$ cat src/hw/rtl/assert_macros.svh
// Assertion macros shared by the RTL of the lag-1 autocorrelation block.
// Depends on nothing; included by files that carry concurrent checks.
`ifndef ASSERT_MACROS_SVH
`define ASSERT_MACROS_SVH

// Check that a condition implies another in the same cycle
`define CHK_IMPLY(label, clk, rst_n, ante, cons, msg) \
    label: assert property (@(posedge clk) disable iff (!rst_n) (ante) |-> (cons)) \
        else $error(msg);

// Check that a condition implies another in the following cycle
`define CHK_NEXT(label, clk, rst_n, ante, cons, msg) \
    label: assert property (@(posedge clk) disable iff (!rst_n) (ante) |=> (cons)) \
        else $error(msg);

`endif

$ cat src/hw/rtl/lac_pkg.sv
// Shared types, constants and width helpers for the lag-1 autocorrelation block.
// Depends on nothing; used by every module of the block.
package lac_pkg;

    localparam int MAX_SAMPLES_DEF = 4096;
    localparam int SAMPLE_W        = 16;
    localparam int FRAC_BITS       = 15;
    localparam int QUOT_BITS       = 17;
    localparam int QUEUE_DEPTH     = 2;

    typedef enum logic [1:0] {
        ST_OK   = 2'd0,
        ST_FEW  = 2'd1,
        ST_FLAT = 2'd2,
        ST_OVER = 2'd3
    } t_status;

    typedef enum logic [3:0] {
        BK_IDLE,
        BK_WRAP,
        BK_SQ,
        BK_MQ,
        BK_MP,
        BK_CHK,
        BK_DEN,
        BK_NUM,
        BK_DIV,
        BK_OUT
    } t_back_state;

    typedef struct packed {
        logic full;
        logic empty;
    } t_queue_flags;

    // Sample counter width
    function automatic int cnt_w(input int max_samples);
        return $clog2(max_samples + 1);
    endfunction

    // Running sum of samples, signed
    function automatic int sum_w(input int k);
        return k + SAMPLE_W;
    endfunction

    // Running sum of squares, unsigned
    function automatic int sq_w(input int k);
        return k + 2 * SAMPLE_W - 2;
    endfunction

    // Running sum of neighbour products, signed
    function automatic int prod_w(input int k);
        return k + 2 * SAMPLE_W - 1;
    endfunction

    // Numerator and denominator terms before scaling, signed
    function automatic int wide_w(input int k);
        return 2 * k + 2 * SAMPLE_W;
    endfunction

    // Scaled dividend and shifted divisor
    function automatic int div_w(input int k);
        return 3 * k + 2 * SAMPLE_W - 1 + FRAC_BITS + 1;
    endfunction

    // Series snapshot handed from front to back
    function automatic int snap_w(input int k);
        return 1 + k + 2 * SAMPLE_W + prod_w(k) + sq_w(k) + sum_w(k);
    endfunction

endpackage

$ cat src/hw/rtl/circular_lag1_autocorrelation.sv
// Throughput: one sample per cycle; o_stall rises only while two finished series wait.
// After the last sample, the result is worked out by the shared shift-add multiplier
// (one multiplier bit per cycle) and the 17-step divider.
// Reset: synchronous, active low; clears the sums, the queue and the output valid flag.
// No clearing pass is needed: the block takes samples in the first cycle after reset.
`include "assert_macros.svh"

module circular_lag1_autocorrelation #(
    parameter int MAX_SAMPLES = lac_pkg::MAX_SAMPLES_DEF
) (
    input  logic               i_clk,
    input  logic               i_rst_n,
    input  logic               i_valid,
    output logic               o_stall,
    input  logic signed [15:0] i_sample,
    input  logic               i_last,
    output logic               o_valid,
    input  logic               i_stall,
    output logic signed [15:0] o_autocorrelation,
    output logic [1:0]         o_status
);

    localparam int SNAP_W = lac_pkg::snap_w(lac_pkg::cnt_w(MAX_SAMPLES));

    lac_pkg::t_queue_flags w_qflags;
    logic                  w_in_acc;
    logic                  w_push;
    logic                  w_pop;
    logic [SNAP_W-1:0]     w_snap_in;
    logic [SNAP_W-1:0]     w_snap_out;

    // Stall the input only while the queue of finished series is full
    assign o_stall  = w_qflags.full;
    assign w_in_acc = i_valid && !o_stall;

    lac_front #(
        .MAX_SAMPLES(MAX_SAMPLES)
    ) u_front (
        .i_clk   (i_clk),
        .i_rst_n (i_rst_n),
        .i_accept(w_in_acc),
        .i_sample(i_sample),
        .i_last  (i_last),
        .o_push  (w_push),
        .o_snap  (w_snap_in)
    );

    lac_queue #(
        .SNAP_W(SNAP_W)
    ) u_queue (
        .i_clk  (i_clk),
        .i_rst_n(i_rst_n),
        .i_push (w_push),
        .i_data (w_snap_in),
        .i_pop  (w_pop),
        .o_data (w_snap_out),
        .o_flags(w_qflags)
    );

    lac_back #(
        .MAX_SAMPLES(MAX_SAMPLES)
    ) u_back (
        .i_clk            (i_clk),
        .i_rst_n          (i_rst_n),
        .i_snap           (w_snap_out),
        .i_qflags         (w_qflags),
        .o_pop            (w_pop),
        .i_out_stall      (i_stall),
        .o_valid          (o_valid),
        .o_autocorrelation(o_autocorrelation),
        .o_status         (o_status)
    );

    `CHK_IMPLY(a_push_room, i_clk, i_rst_n, w_push, !w_qflags.full, "series pushed into a full queue")
    `CHK_NEXT(a_push_held, i_clk, i_rst_n, w_push, !w_qflags.empty, "finished series lost from the queue")
    `CHK_IMPLY(a_fault_zero, i_clk, i_rst_n, o_valid && (o_status != lac_pkg::ST_OK), o_autocorrelation == 16'sd0, "flagged result carries a value")

endmodule

$ cat src/hw/rtl/lac_front.sv
// Front end: accepts samples and keeps the running sums of one series.
// Depends on lac_pkg; pushes a snapshot of the series on its last sample.
module lac_front #(
    parameter int MAX_SAMPLES = lac_pkg::MAX_SAMPLES_DEF
) (
    input  logic                      i_clk,
    input  logic                      i_rst_n,
    input  logic                      i_accept,
    input  logic signed [15:0]        i_sample,
    input  logic                      i_last,
    output logic                      o_push,
    output logic [lac_pkg::snap_w(lac_pkg::cnt_w(MAX_SAMPLES))-1:0] o_snap
);

    localparam int CW = lac_pkg::cnt_w(MAX_SAMPLES);
    localparam int SW = lac_pkg::sum_w(CW);
    localparam int QW = lac_pkg::sq_w(CW);
    localparam int PW = lac_pkg::prod_w(CW);

    logic [CW-1:0]        r_count, n_count;
    logic signed [SW-1:0] r_sum, n_sum;
    logic [QW-1:0]        r_sq, n_sq;
    logic signed [PW-1:0] r_nb, n_nb;
    logic signed [15:0]   r_first, n_first;
    logic signed [15:0]   r_prev, n_prev;
    logic                 r_ovf, n_ovf;
    logic signed [31:0]   w_sq_term;
    logic signed [31:0]   w_nb_term;

    assign w_sq_term = i_sample * i_sample;
    assign w_nb_term = r_prev * i_sample;

    // Fold the accepted sample into the sums, or mark capacity exceeded
    always_comb begin
        n_count = r_count;
        n_sum   = r_sum;
        n_sq    = r_sq;
        n_nb    = r_nb;
        n_first = r_first;
        n_prev  = r_prev;
        n_ovf   = r_ovf;
        if (i_accept) begin
            if (r_count < CW'(MAX_SAMPLES)) begin
                if (r_count == '0) begin
                    n_first = i_sample;
                end else begin
                    n_nb = r_nb + PW'(w_nb_term);
                end
                n_sum   = r_sum + SW'(i_sample);
                n_sq    = r_sq + QW'(w_sq_term[30:0]);
                n_prev  = i_sample;
                n_count = r_count + CW'(1);
            end else begin
                n_ovf = 1'b1;
            end
        end
    end

    assign o_push = i_accept && i_last;
    assign o_snap = {n_ovf, n_count, n_first, n_prev, n_nb, n_sq, n_sum};

    // Hold the series state; drop it once the series is handed on
    always_ff @(posedge i_clk) begin
        if (!i_rst_n || o_push) begin
            r_count <= '0;
            r_sum   <= '0;
            r_sq    <= '0;
            r_nb    <= '0;
            r_first <= '0;
            r_prev  <= '0;
            r_ovf   <= 1'b0;
        end else if (i_accept) begin
            r_count <= n_count;
            r_sum   <= n_sum;
            r_sq    <= n_sq;
            r_nb    <= n_nb;
            r_first <= n_first;
            r_prev  <= n_prev;
            r_ovf   <= n_ovf;
        end
    end

endmodule

$ cat src/hw/rtl/lac_queue.sv
// Short queue of finished series between the front and back ends.
// Depends on lac_pkg for its depth and flag struct.
module lac_queue #(
    parameter int SNAP_W = lac_pkg::snap_w(lac_pkg::cnt_w(lac_pkg::MAX_SAMPLES_DEF))
) (
    input  logic                  i_clk,
    input  logic                  i_rst_n,
    input  logic                  i_push,
    input  logic [SNAP_W-1:0]     i_data,
    input  logic                  i_pop,
    output logic [SNAP_W-1:0]     o_data,
    output lac_pkg::t_queue_flags o_flags
);

    localparam int DEPTH = lac_pkg::QUEUE_DEPTH;
    localparam int PTR_W = (DEPTH > 1) ? $clog2(DEPTH) : 1;
    localparam int CNT_W = $clog2(DEPTH + 1);

    logic [SNAP_W-1:0] r_mem [DEPTH];
    logic [PTR_W-1:0]  r_wr;
    logic [PTR_W-1:0]  r_rd;
    logic [CNT_W-1:0]  r_cnt;
    logic              w_do_push;
    logic              w_do_pop;

    assign o_flags.full  = (r_cnt == CNT_W'(DEPTH));
    assign o_flags.empty = (r_cnt == '0);
    assign w_do_push     = i_push && !o_flags.full;
    assign w_do_pop      = i_pop && !o_flags.empty;
    assign o_data        = r_mem[r_rd];

    // Store the pushed snapshot
    always_ff @(posedge i_clk) begin
        if (w_do_push) begin
            r_mem[r_wr] <= i_data;
        end
    end

    // Advance pointers and the fill count
    always_ff @(posedge i_clk) begin
        if (!i_rst_n) begin
            r_wr  <= '0;
            r_rd  <= '0;
            r_cnt <= '0;
        end else begin
            if (w_do_push) begin
                r_wr <= (r_wr == PTR_W'(DEPTH - 1)) ? '0 : r_wr + PTR_W'(1);
            end
            if (w_do_pop) begin
                r_rd <= (r_rd == PTR_W'(DEPTH - 1)) ? '0 : r_rd + PTR_W'(1);
            end
            if (w_do_push && !w_do_pop) begin
                r_cnt <= r_cnt + CNT_W'(1);
            end else if (w_do_pop && !w_do_push) begin
                r_cnt <= r_cnt - CNT_W'(1);
            end
        end
    end

endmodule

$ cat src/hw/rtl/lac_back.sv
// Back end: turns a series snapshot into the Q1.15 autocorrelation and status.
// Depends on lac_pkg; one shift-add multiplier and a restoring divider, shared in turn.
module lac_back #(
    parameter int MAX_SAMPLES = lac_pkg::MAX_SAMPLES_DEF
) (
    input  logic                      i_clk,
    input  logic                      i_rst_n,
    input  logic [lac_pkg::snap_w(lac_pkg::cnt_w(MAX_SAMPLES))-1:0] i_snap,
    input  lac_pkg::t_queue_flags     i_qflags,
    output logic                      o_pop,
    input  logic                      i_out_stall,
    output logic                      o_valid,
    output logic signed [15:0]        o_autocorrelation,
    output logic [1:0]                o_status
);

    localparam int K    = lac_pkg::cnt_w(MAX_SAMPLES);
    localparam int SW   = lac_pkg::sum_w(K);
    localparam int QW   = lac_pkg::sq_w(K);
    localparam int PW   = lac_pkg::prod_w(K);
    localparam int WW   = lac_pkg::wide_w(K);
    localparam int DW   = lac_pkg::div_w(K);
    localparam int MW   = SW;
    localparam int QB   = lac_pkg::QUOT_BITS;
    localparam int DC_W = $clog2(QB + 1);

    lac_pkg::t_back_state r_state, n_state;

    // Unpacked snapshot
    logic                 w_ovf;
    logic [K-1:0]         w_m;
    logic signed [15:0]   w_first;
    logic signed [15:0]   w_prev;
    logic signed [PW-1:0] w_p;
    logic [QW-1:0]        w_q;
    logic signed [SW-1:0] w_s;

    // Series registers
    logic                 r_ovf;
    logic [K-1:0]         r_m;
    logic signed [15:0]   r_first;
    logic signed [15:0]   r_prev;
    logic signed [PW-1:0] r_p;
    logic [QW-1:0]        r_q;
    logic signed [SW-1:0] r_s;
    lac_pkg::t_status     r_status;

    // Intermediate terms
    logic [WW-1:0]        r_s2;
    logic [WW-1:0]        r_b;
    logic [WW-1:0]        r_amag;
    logic                 r_neg;

    // Multiplier and divider
    logic [DW-1:0]        r_ma;
    logic [MW-1:0]        r_mb;
    logic [DW-1:0]        r_acc;
    logic [DW-1:0]        r_den;
    logic [DW-1:0]        r_rem;
    logic [DW-1:0]        r_dsh;
    logic [QB-1:0]        r_quot;
    logic [DC_W-1:0]      r_dc;

    // Output register
    logic                 r_out_valid;
    logic [15:0]          r_out_value;
    lac_pkg::t_status     r_out_status;

    logic [SW-1:0]        w_sabs;
    logic signed [31:0]   w_wrap;
    logic                 w_mul_done;
    logic                 w_mul_run;
    logic [WW-1:0]        w_mul_res;
    logic [WW-1:0]        w_diff;
    logic                 w_b_pos;
    logic                 w_ge;
    logic                 w_slot;
    logic                 w_early;
    logic [QB-1:0]        w_nmag;
    logic [QB-1:0]        w_nval;
    logic [15:0]          w_sat;
    logic [15:0]          w_value;

    assign {w_ovf, w_m, w_first, w_prev, w_p, w_q, w_s} = i_snap;

    assign w_sabs     = r_s[SW-1] ? SW'(-r_s) : SW'(r_s);
    assign w_wrap     = r_prev * r_first;
    assign w_mul_done = (r_mb == '0);
    assign w_mul_run  = (r_state inside {lac_pkg::BK_SQ, lac_pkg::BK_MQ, lac_pkg::BK_MP,
                                         lac_pkg::BK_DEN, lac_pkg::BK_NUM}) && !w_mul_done;
    assign w_mul_res  = r_acc[WW-1:0];
    assign w_diff     = w_mul_res - r_s2;
    assign w_b_pos    = !r_b[WW-1] && (r_b != '0);
    assign w_ge       = (r_dsh <= r_rem);
    assign w_slot     = !r_out_valid || !i_out_stall;
    assign w_early    = r_ovf || (r_m < K'(2));
    assign o_pop      = (r_state == lac_pkg::BK_IDLE) && !i_qflags.empty;

    // Clamp the quotient to the Q1.15 range and apply the sign
    assign w_nmag  = (r_quot > QB'(32768)) ? QB'(32768) : r_quot;
    assign w_nval  = QB'(0) - w_nmag;
    assign w_sat   = r_neg ? w_nval[15:0]
                           : ((r_quot > QB'(32767)) ? 16'h7FFF : r_quot[15:0]);
    assign w_value = (r_status == lac_pkg::ST_OK) ? w_sat : 16'h0000;

    // Sequence the steps of one series
    always_comb begin
        n_state = r_state;
        case (r_state)
            lac_pkg::BK_IDLE: begin
                if (!i_qflags.empty) n_state = lac_pkg::BK_WRAP;
            end
            lac_pkg::BK_WRAP: begin
                n_state = w_early ? lac_pkg::BK_OUT : lac_pkg::BK_SQ;
            end
            lac_pkg::BK_SQ: begin
                if (w_mul_done) n_state = lac_pkg::BK_MQ;
            end
            lac_pkg::BK_MQ: begin
                if (w_mul_done) n_state = lac_pkg::BK_MP;
            end
            lac_pkg::BK_MP: begin
                if (w_mul_done) n_state = lac_pkg::BK_CHK;
            end
            lac_pkg::BK_CHK: begin
                n_state = w_b_pos ? lac_pkg::BK_DEN : lac_pkg::BK_OUT;
            end
            lac_pkg::BK_DEN: begin
                if (w_mul_done) n_state = lac_pkg::BK_NUM;
            end
            lac_pkg::BK_NUM: begin
                if (w_mul_done) n_state = lac_pkg::BK_DIV;
            end
            lac_pkg::BK_DIV: begin
                if (r_dc == DC_W'(1)) n_state = lac_pkg::BK_OUT;
            end
            lac_pkg::BK_OUT: begin
                if (w_slot) n_state = lac_pkg::BK_IDLE;
            end
            default: begin
                n_state = lac_pkg::BK_IDLE;
            end
        endcase
    end

    always_ff @(posedge i_clk) begin
        if (!i_rst_n) begin
            r_state <= lac_pkg::BK_IDLE;
        end else begin
            r_state <= n_state;
        end
    end

    // Datapath: load operands, step the multiplier and divider, keep results
    always_ff @(posedge i_clk) begin
        if (w_mul_run) begin
            r_acc <= r_mb[0] ? r_acc + r_ma : r_acc;
            r_ma  <= r_ma << 1;
            r_mb  <= r_mb >> 1;
        end
        case (r_state)
            lac_pkg::BK_IDLE: begin
                if (o_pop) begin
                    r_ovf   <= w_ovf;
                    r_m     <= w_m;
                    r_first <= w_first;
                    r_prev  <= w_prev;
                    r_p     <= w_p;
                    r_q     <= w_q;
                    r_s     <= w_s;
                end
            end
            lac_pkg::BK_WRAP: begin
                // Close the circle with the last-times-first product
                r_p <= r_p + PW'(w_wrap);
                if (r_ovf) begin
                    r_status <= lac_pkg::ST_OVER;
                end else if (r_m < K'(2)) begin
                    r_status <= lac_pkg::ST_FEW;
                end else begin
                    r_status <= lac_pkg::ST_OK;
                end
                r_ma  <= DW'(w_sabs);
                r_mb  <= MW'(w_sabs);
                r_acc <= '0;
            end
            lac_pkg::BK_SQ: begin
                if (w_mul_done) begin
                    r_s2  <= w_mul_res;
                    r_ma  <= DW'(r_q);
                    r_mb  <= MW'(r_m);
                    r_acc <= '0;
                end
            end
            lac_pkg::BK_MQ: begin
                if (w_mul_done) begin
                    r_b   <= w_diff;
                    r_ma  <= DW'(r_p);
                    r_mb  <= MW'(r_m);
                    r_acc <= '0;
                end
            end
            lac_pkg::BK_MP: begin
                if (w_mul_done) begin
                    r_neg  <= w_diff[WW-1];
                    r_amag <= w_diff[WW-1] ? (WW'(0) - w_diff) : w_diff;
                end
            end
            lac_pkg::BK_CHK: begin
                if (!w_b_pos) begin
                    r_status <= lac_pkg::ST_FLAT;
                end
                r_ma  <= DW'(r_b);
                r_mb  <= MW'(r_m);
                r_acc <= '0;
            end
            lac_pkg::BK_DEN: begin
                if (w_mul_done) begin
                    r_den <= r_acc;
                    r_ma  <= DW'(r_amag);
                    r_mb  <= MW'(r_m - K'(1));
                    r_acc <= '0;
                end
            end
            lac_pkg::BK_NUM: begin
                if (w_mul_done) begin
                    r_rem  <= r_acc << lac_pkg::FRAC_BITS;
                    r_dsh  <= r_den << (QB - 1);
                    r_quot <= '0;
                    r_dc   <= DC_W'(QB);
                end
            end
            lac_pkg::BK_DIV: begin
                // One quotient bit per cycle, most significant first
                if (w_ge) begin
                    r_rem <= r_rem - r_dsh;
                end
                r_dsh  <= r_dsh >> 1;
                r_quot <= {r_quot[QB-2:0], w_ge};
                r_dc   <= r_dc - DC_W'(1);
            end
            default: begin
            end
        endcase
    end

    // Output register: hold a result until it is taken
    always_ff @(posedge i_clk) begin
        if (!i_rst_n) begin
            r_out_valid <= 1'b0;
        end else if (r_state == lac_pkg::BK_OUT && w_slot) begin
            r_out_valid <= 1'b1;
        end else if (!i_out_stall) begin
            r_out_valid <= 1'b0;
        end
    end

    always_ff @(posedge i_clk) begin
        if (r_state == lac_pkg::BK_OUT && w_slot) begin
            r_out_value  <= w_value;
            r_out_status <= r_status;
        end
    end

    assign o_valid           = r_out_valid;
    assign o_autocorrelation = r_out_value;
    assign o_status          = r_out_status;

endmodule
$ cat config.mk
export PLATFORM = sky130hd
export DESIGN_NAME = circular_lag1_autocorrelation
export DESIGN_NICKNAME = d
export VERILOG_FILES = /design/src/hw/rtl/lac_pkg.sv /design/src/hw/rtl/circular_lag1_autocorrelation.sv /design/src/hw/rtl/lac_front.sv /design/src/hw/rtl/lac_queue.sv /design/src/hw/rtl/lac_back.sv
export VERILOG_INCLUDE_DIRS = /design/src /design/src/hw/rtl
export SDC_FILE = /design/constraint.sdc
export NUM_CORES = 2
export LEC_CHECK = 0
export BUFFER_PORTS_ARGS = -buffer_cell sky130_fd_sc_hd__buf_2
export CORE_MARGIN = 2
export CORE_UTILIZATION = 55
export DETAILED_ROUTE_END_ITERATION = 6
export GPL_TIMING_DRIVEN = 0
export PLACE_DENSITY = 0.8
export RECOVER_POWER = 25
export SLEW_MARGIN = 20
export SYNTH_ARGS = -nofsm -noshare
export SYNTH_HDL_FRONTEND = slang
export SYNTH_SLANG_ARGS = --single-unit
$ cat constraint.sdc
create_clock -name i_clk -period 24.9 [get_ports i_clk]
set_input_delay 2.49 -clock i_clk [delete_from_list [all_inputs] [get_ports i_clk]]
set_output_delay 2.49 -clock i_clk [all_outputs]
set_load 0.02 [all_outputs]
==> results.md <==
- The slowest stage of the critical path belongs to the cell nor4_2.
- The final number of hold-violating endpoints is 0.
- The maximum clock path buffer count is 3.
- The H-tree depth reported by CTS is 4.
- The wire length of the first global-routing pass is 461000 microns.
- The synthesized netlist occupies a cell area of 99300 sq um.
- The number of buffers inserted by port buffering is 40.
- The worst relative slew slack is -178%.
- After global routing the overflow that remains totals 0.
- The type of the worst min-delay path is register to register.
- In this run the biggest area consumer among cell types represents 28.6% of the synthesized area.
- From synthesis to final layout, the design area changed by 8.56%.
- After detailed routing, the number of remaining DRC violations is 2.
- The source of the worst register-to-register timing path is u_front.r_prev[7].
- The total negative slack for setup checks is 0 ns.
- Setup repair after global routing left no endpoint under its margin.
- The global-route usage over all layers is 33.0%.
- The critical-path maximum fanout is 17.
- The floorplan has ~160 rows.
- The die covers about 180000 sq um.
- By area the synthesized netlist is led by edfxtp_1, fa_1, ha_1.
- The final reports fail on design-rule violations, max-capacitance violations, max-slew violations.
- The floorplan core area is around 180000 sq um.
- The critical path data required time is between 20 and 30 ns.
- The mean instance size in the synthesized netlist is 10.2 sq um.
- The die is about 430 microns tall.
- The largest stage delay on the critical path is 0.81 ns.
- The clock edge transition at the registers on the reported setup and hold paths is around 0.060 ns.
- The number of global-route vias before repair came to ~76000.
- Buffers inserted during clock tree synthesis total ~140.
- The number of buffers inserted by post-CTS setup repair is 0.
- The number of nets in the layout is ~12000.
- The transition time at the pin with the least slew margin is roughly 4.2 ns.
- STA classifies the critical path endpoint as a register.
- Entering global routing, the biggest net connects 75 pins.
- For this configuration, the core starts out at a cell density of between 50 and 60%.
- The most numerous cell type found on the critical path is fa_1.
- The wire length after detailed routing is ~300000 microns.
- After clock tree synthesis, the flow added hold-fix buffers numbering 0.
- The number of antenna violations at the first check in global routing is 21.
- The TritonCTS clock tree is done.
- Static timing analysis puts the maximum clock frequency at 0.0820 GHz.
- The critical path starts at i_sample[15].
- The flip-flop and latch count after synthesis is approximately 1300.
- The total vias in the final route is 75300.
- During synthesis, Yosys emitted a total of 0 warnings.
- The number of synthesized flops with an enable pin is ~950.
- The later pin in the worst-skew pair is clocked with a latency of 0.81 ns.
- Sequential elements use between 30% and 40% of the synthesized area.
- After detailed routing, the average wire length per cell comes to 24.5 microns.
- Of the cells placed in the final design, the portion with a size suffix greater than 1 is under 10%.
- The detailed-placement wirelength estimate is 245000 microns.
- Max-cap violations in this run came to 6.
- The number of failing setup endpoints in the final timing report is 0.
- The flow ran to the end, but the final reports show violations.
- The sequential cells in the finished layout cover a total of approximately 35000 sq um.
- The total of fill cells in the finished design is 14600.
- Counting every net in the synthesized netlist gives roughly 11000.
- The area taken by multi-input logic gates is roughly 58000 sq um.
- The final weighted congestion in routability-driven placement is ~1.0.
- The worst hold path begins at u_front.r_sum[3].
- The die width is ~430 microns.
- The number of pins with negative max-slew slack in the final report is 232.
- Of all flip-flops after synthesis, the portion carrying an async set or reset was 0%.
- Once the clock tree was built, the resizer swapped 0 gates to a different size.
- The data arrival time of the critical path is around 13 ns.
- Summed over all instances, the cell type with the most area after synthesis is edfxtp_1.
- The DRC violation total after the first TritonRoute iteration is around 7800.
- The type of the setup path with the least slack is input port to register.
- The commonest register cell after synthesis is edfxtp_1.
- Counting every sink on the clock net gives between 1000 and 1500.
- The detailed-router iteration count before antenna repair is 7.
- The buffer type at the clock tree root is clkbuf_16.
- In this run, distinct cell masters in the synthesized netlist total just over 90.
- The final clock skew is 0.0487 ns.
- The number of instances in the synthesized netlist is between 9000 and 10000.
- The fraction of the cycle the final worst path needs is between 40% and 50%.
- 41 I/O pins were placed.
- The type of origin of the critical path is an input port.
- The final critical delay including setup and external delays is about 12 ns.
- After detailed routing, the number of vias per cell comes to 6.04.
- The residual antenna-violating net count after detailed routing is 0.
state kept, by name (all words and copies together) (netlist names), 58 cells and up, named ones only:
| signal | flops |
|---|---|
| u_back.r_ma | 71 |
| u_back.r_b | 58 |
| u_queue.r_mem | 324 |
| u_back.r_dsh | 86 |
| u_back.r_s2 | 58 |
| u_back.r_amag | 58 |
| u_back.r_rem | 86 |
| u_back.r_acc | 71 |
| u_back.r_den | 70 |
cell type report:
cell class | instances | share of cell area, %
multi-input combinational | 6830 | 53.8
sequential | 1288 | 32.7
inverter | 1238 | 4.31
clock buffer | 166 | 3.35
tap | 2355 | 2.73
buffer | 409 | 1.43
clock inverter | 83 | 1.07
timing repair buffer | 72 | 0.628
antenna | 12 | 0.0279
metal layers:
layer / vias up / share of wire [%] / track usage (%)
li1: 33700 / - / -
met1: 37300 / 39 / 42.6
met2: 3483 / 45 / 52.6
met3: 788 / 8.8 / 6.15
met4: 16 / 6.6 / 18.5
met5: - / 0.031 / 0
kinds of logic (layout without fill, tap and decap cells):
group	count (synthesis)	in the layout	share of synthesized area, %
simple gates	2632	2632	12.7
other cells	0	12	0
mux	287	287	3.07
compound gates	1902	1902	12.0
fa+ha+maj	1541	1541	26.4
flops	1288	1288	35.5
buf+inv	1647	1968	6.23
xor+xnor	468	468	4.13
path summary, 6_finish.rpt:
kind / to / slack (ns) / depth (start not counted)
max: u_front.r_sq[38] / 12.70 / 36
min: u_front.r_sum[3] / 0.48 / 2
max reg2reg: u_queue.r_mem[0][114] / 15.99 / 27
min reg2reg: u_front.r_sum[3] / 0.48 / 2
Yosys cell counts, drive strengths merged, types with 12 or more instances:
library cell,n
a2111oi,16
a211oi,62
a21boi,16
a21o,225
a21oi,531
a221o,12
a221oi,35
a222oi,30
a31oi,67
and2,381
and3,82
and4,14
buf,35
clkbuf,374
dfxtp,343
edfxtp,945
fa,922
ha,619
inv,1235
mux2,143
mux2i,144
nand2,1171
nand2b,95
nand3,104
nand4,88
nor2,365
nor2b,58
nor3,93
nor3b,15
nor4,50
o2111ai,15
o211ai,58
o21a,47
o21ai,540
o21bai,72
o221ai,16
o311ai,12
o31ai,48
o41ai,13
or2,22
or3,48
or4,20
xnor2,302
xor2,166
worst max-delay path, delay by kind of cell:
kind / cells / cell delay (ns)
adder cells (fa/ha/maj): 8 / 3.52
XOR/XNOR: 3 / 0.66
AND/OR/NAND/NOR: 9 / 2.08
buffers and inverters: 6 / 2.17
AO/OA/AOI/OAI: 10 / 1.99
per-stage QoR:
step	area, sq um	util [%]	hold slack, ns	instances	setup WS (ns)
floorplan	99300	-	0.419	9765	14.56
global placement	102000	57.2	0.463	12200	10.40
detailed placement	103000	57.6	0.467	12200	12.18
CTS	108000	60.3	0.482	12400	12.98
global route	108000	60.2	0.505	12400	12.46
finish	108000	60.2	0.482	12500	12.70
placed cells by master (no fill, tap or decap), drive strengths merged, types with 95 or more instances in the layout:
master     n
xor2     166
o21ai    540
dfxtp    343
nand3    104
nand2b    95
fa       922
xnor2    302
clkbuf   548
nor2     365
edfxtp   945
ha       619
mux2i    144
mux2     143
a21o     225
buf       99
nand2   1171
a21oi    531
and2     381
inv     1241
Power is not shown: default switching activity piles up to over one toggle a cycle in this logic, so the estimate is an artifact.
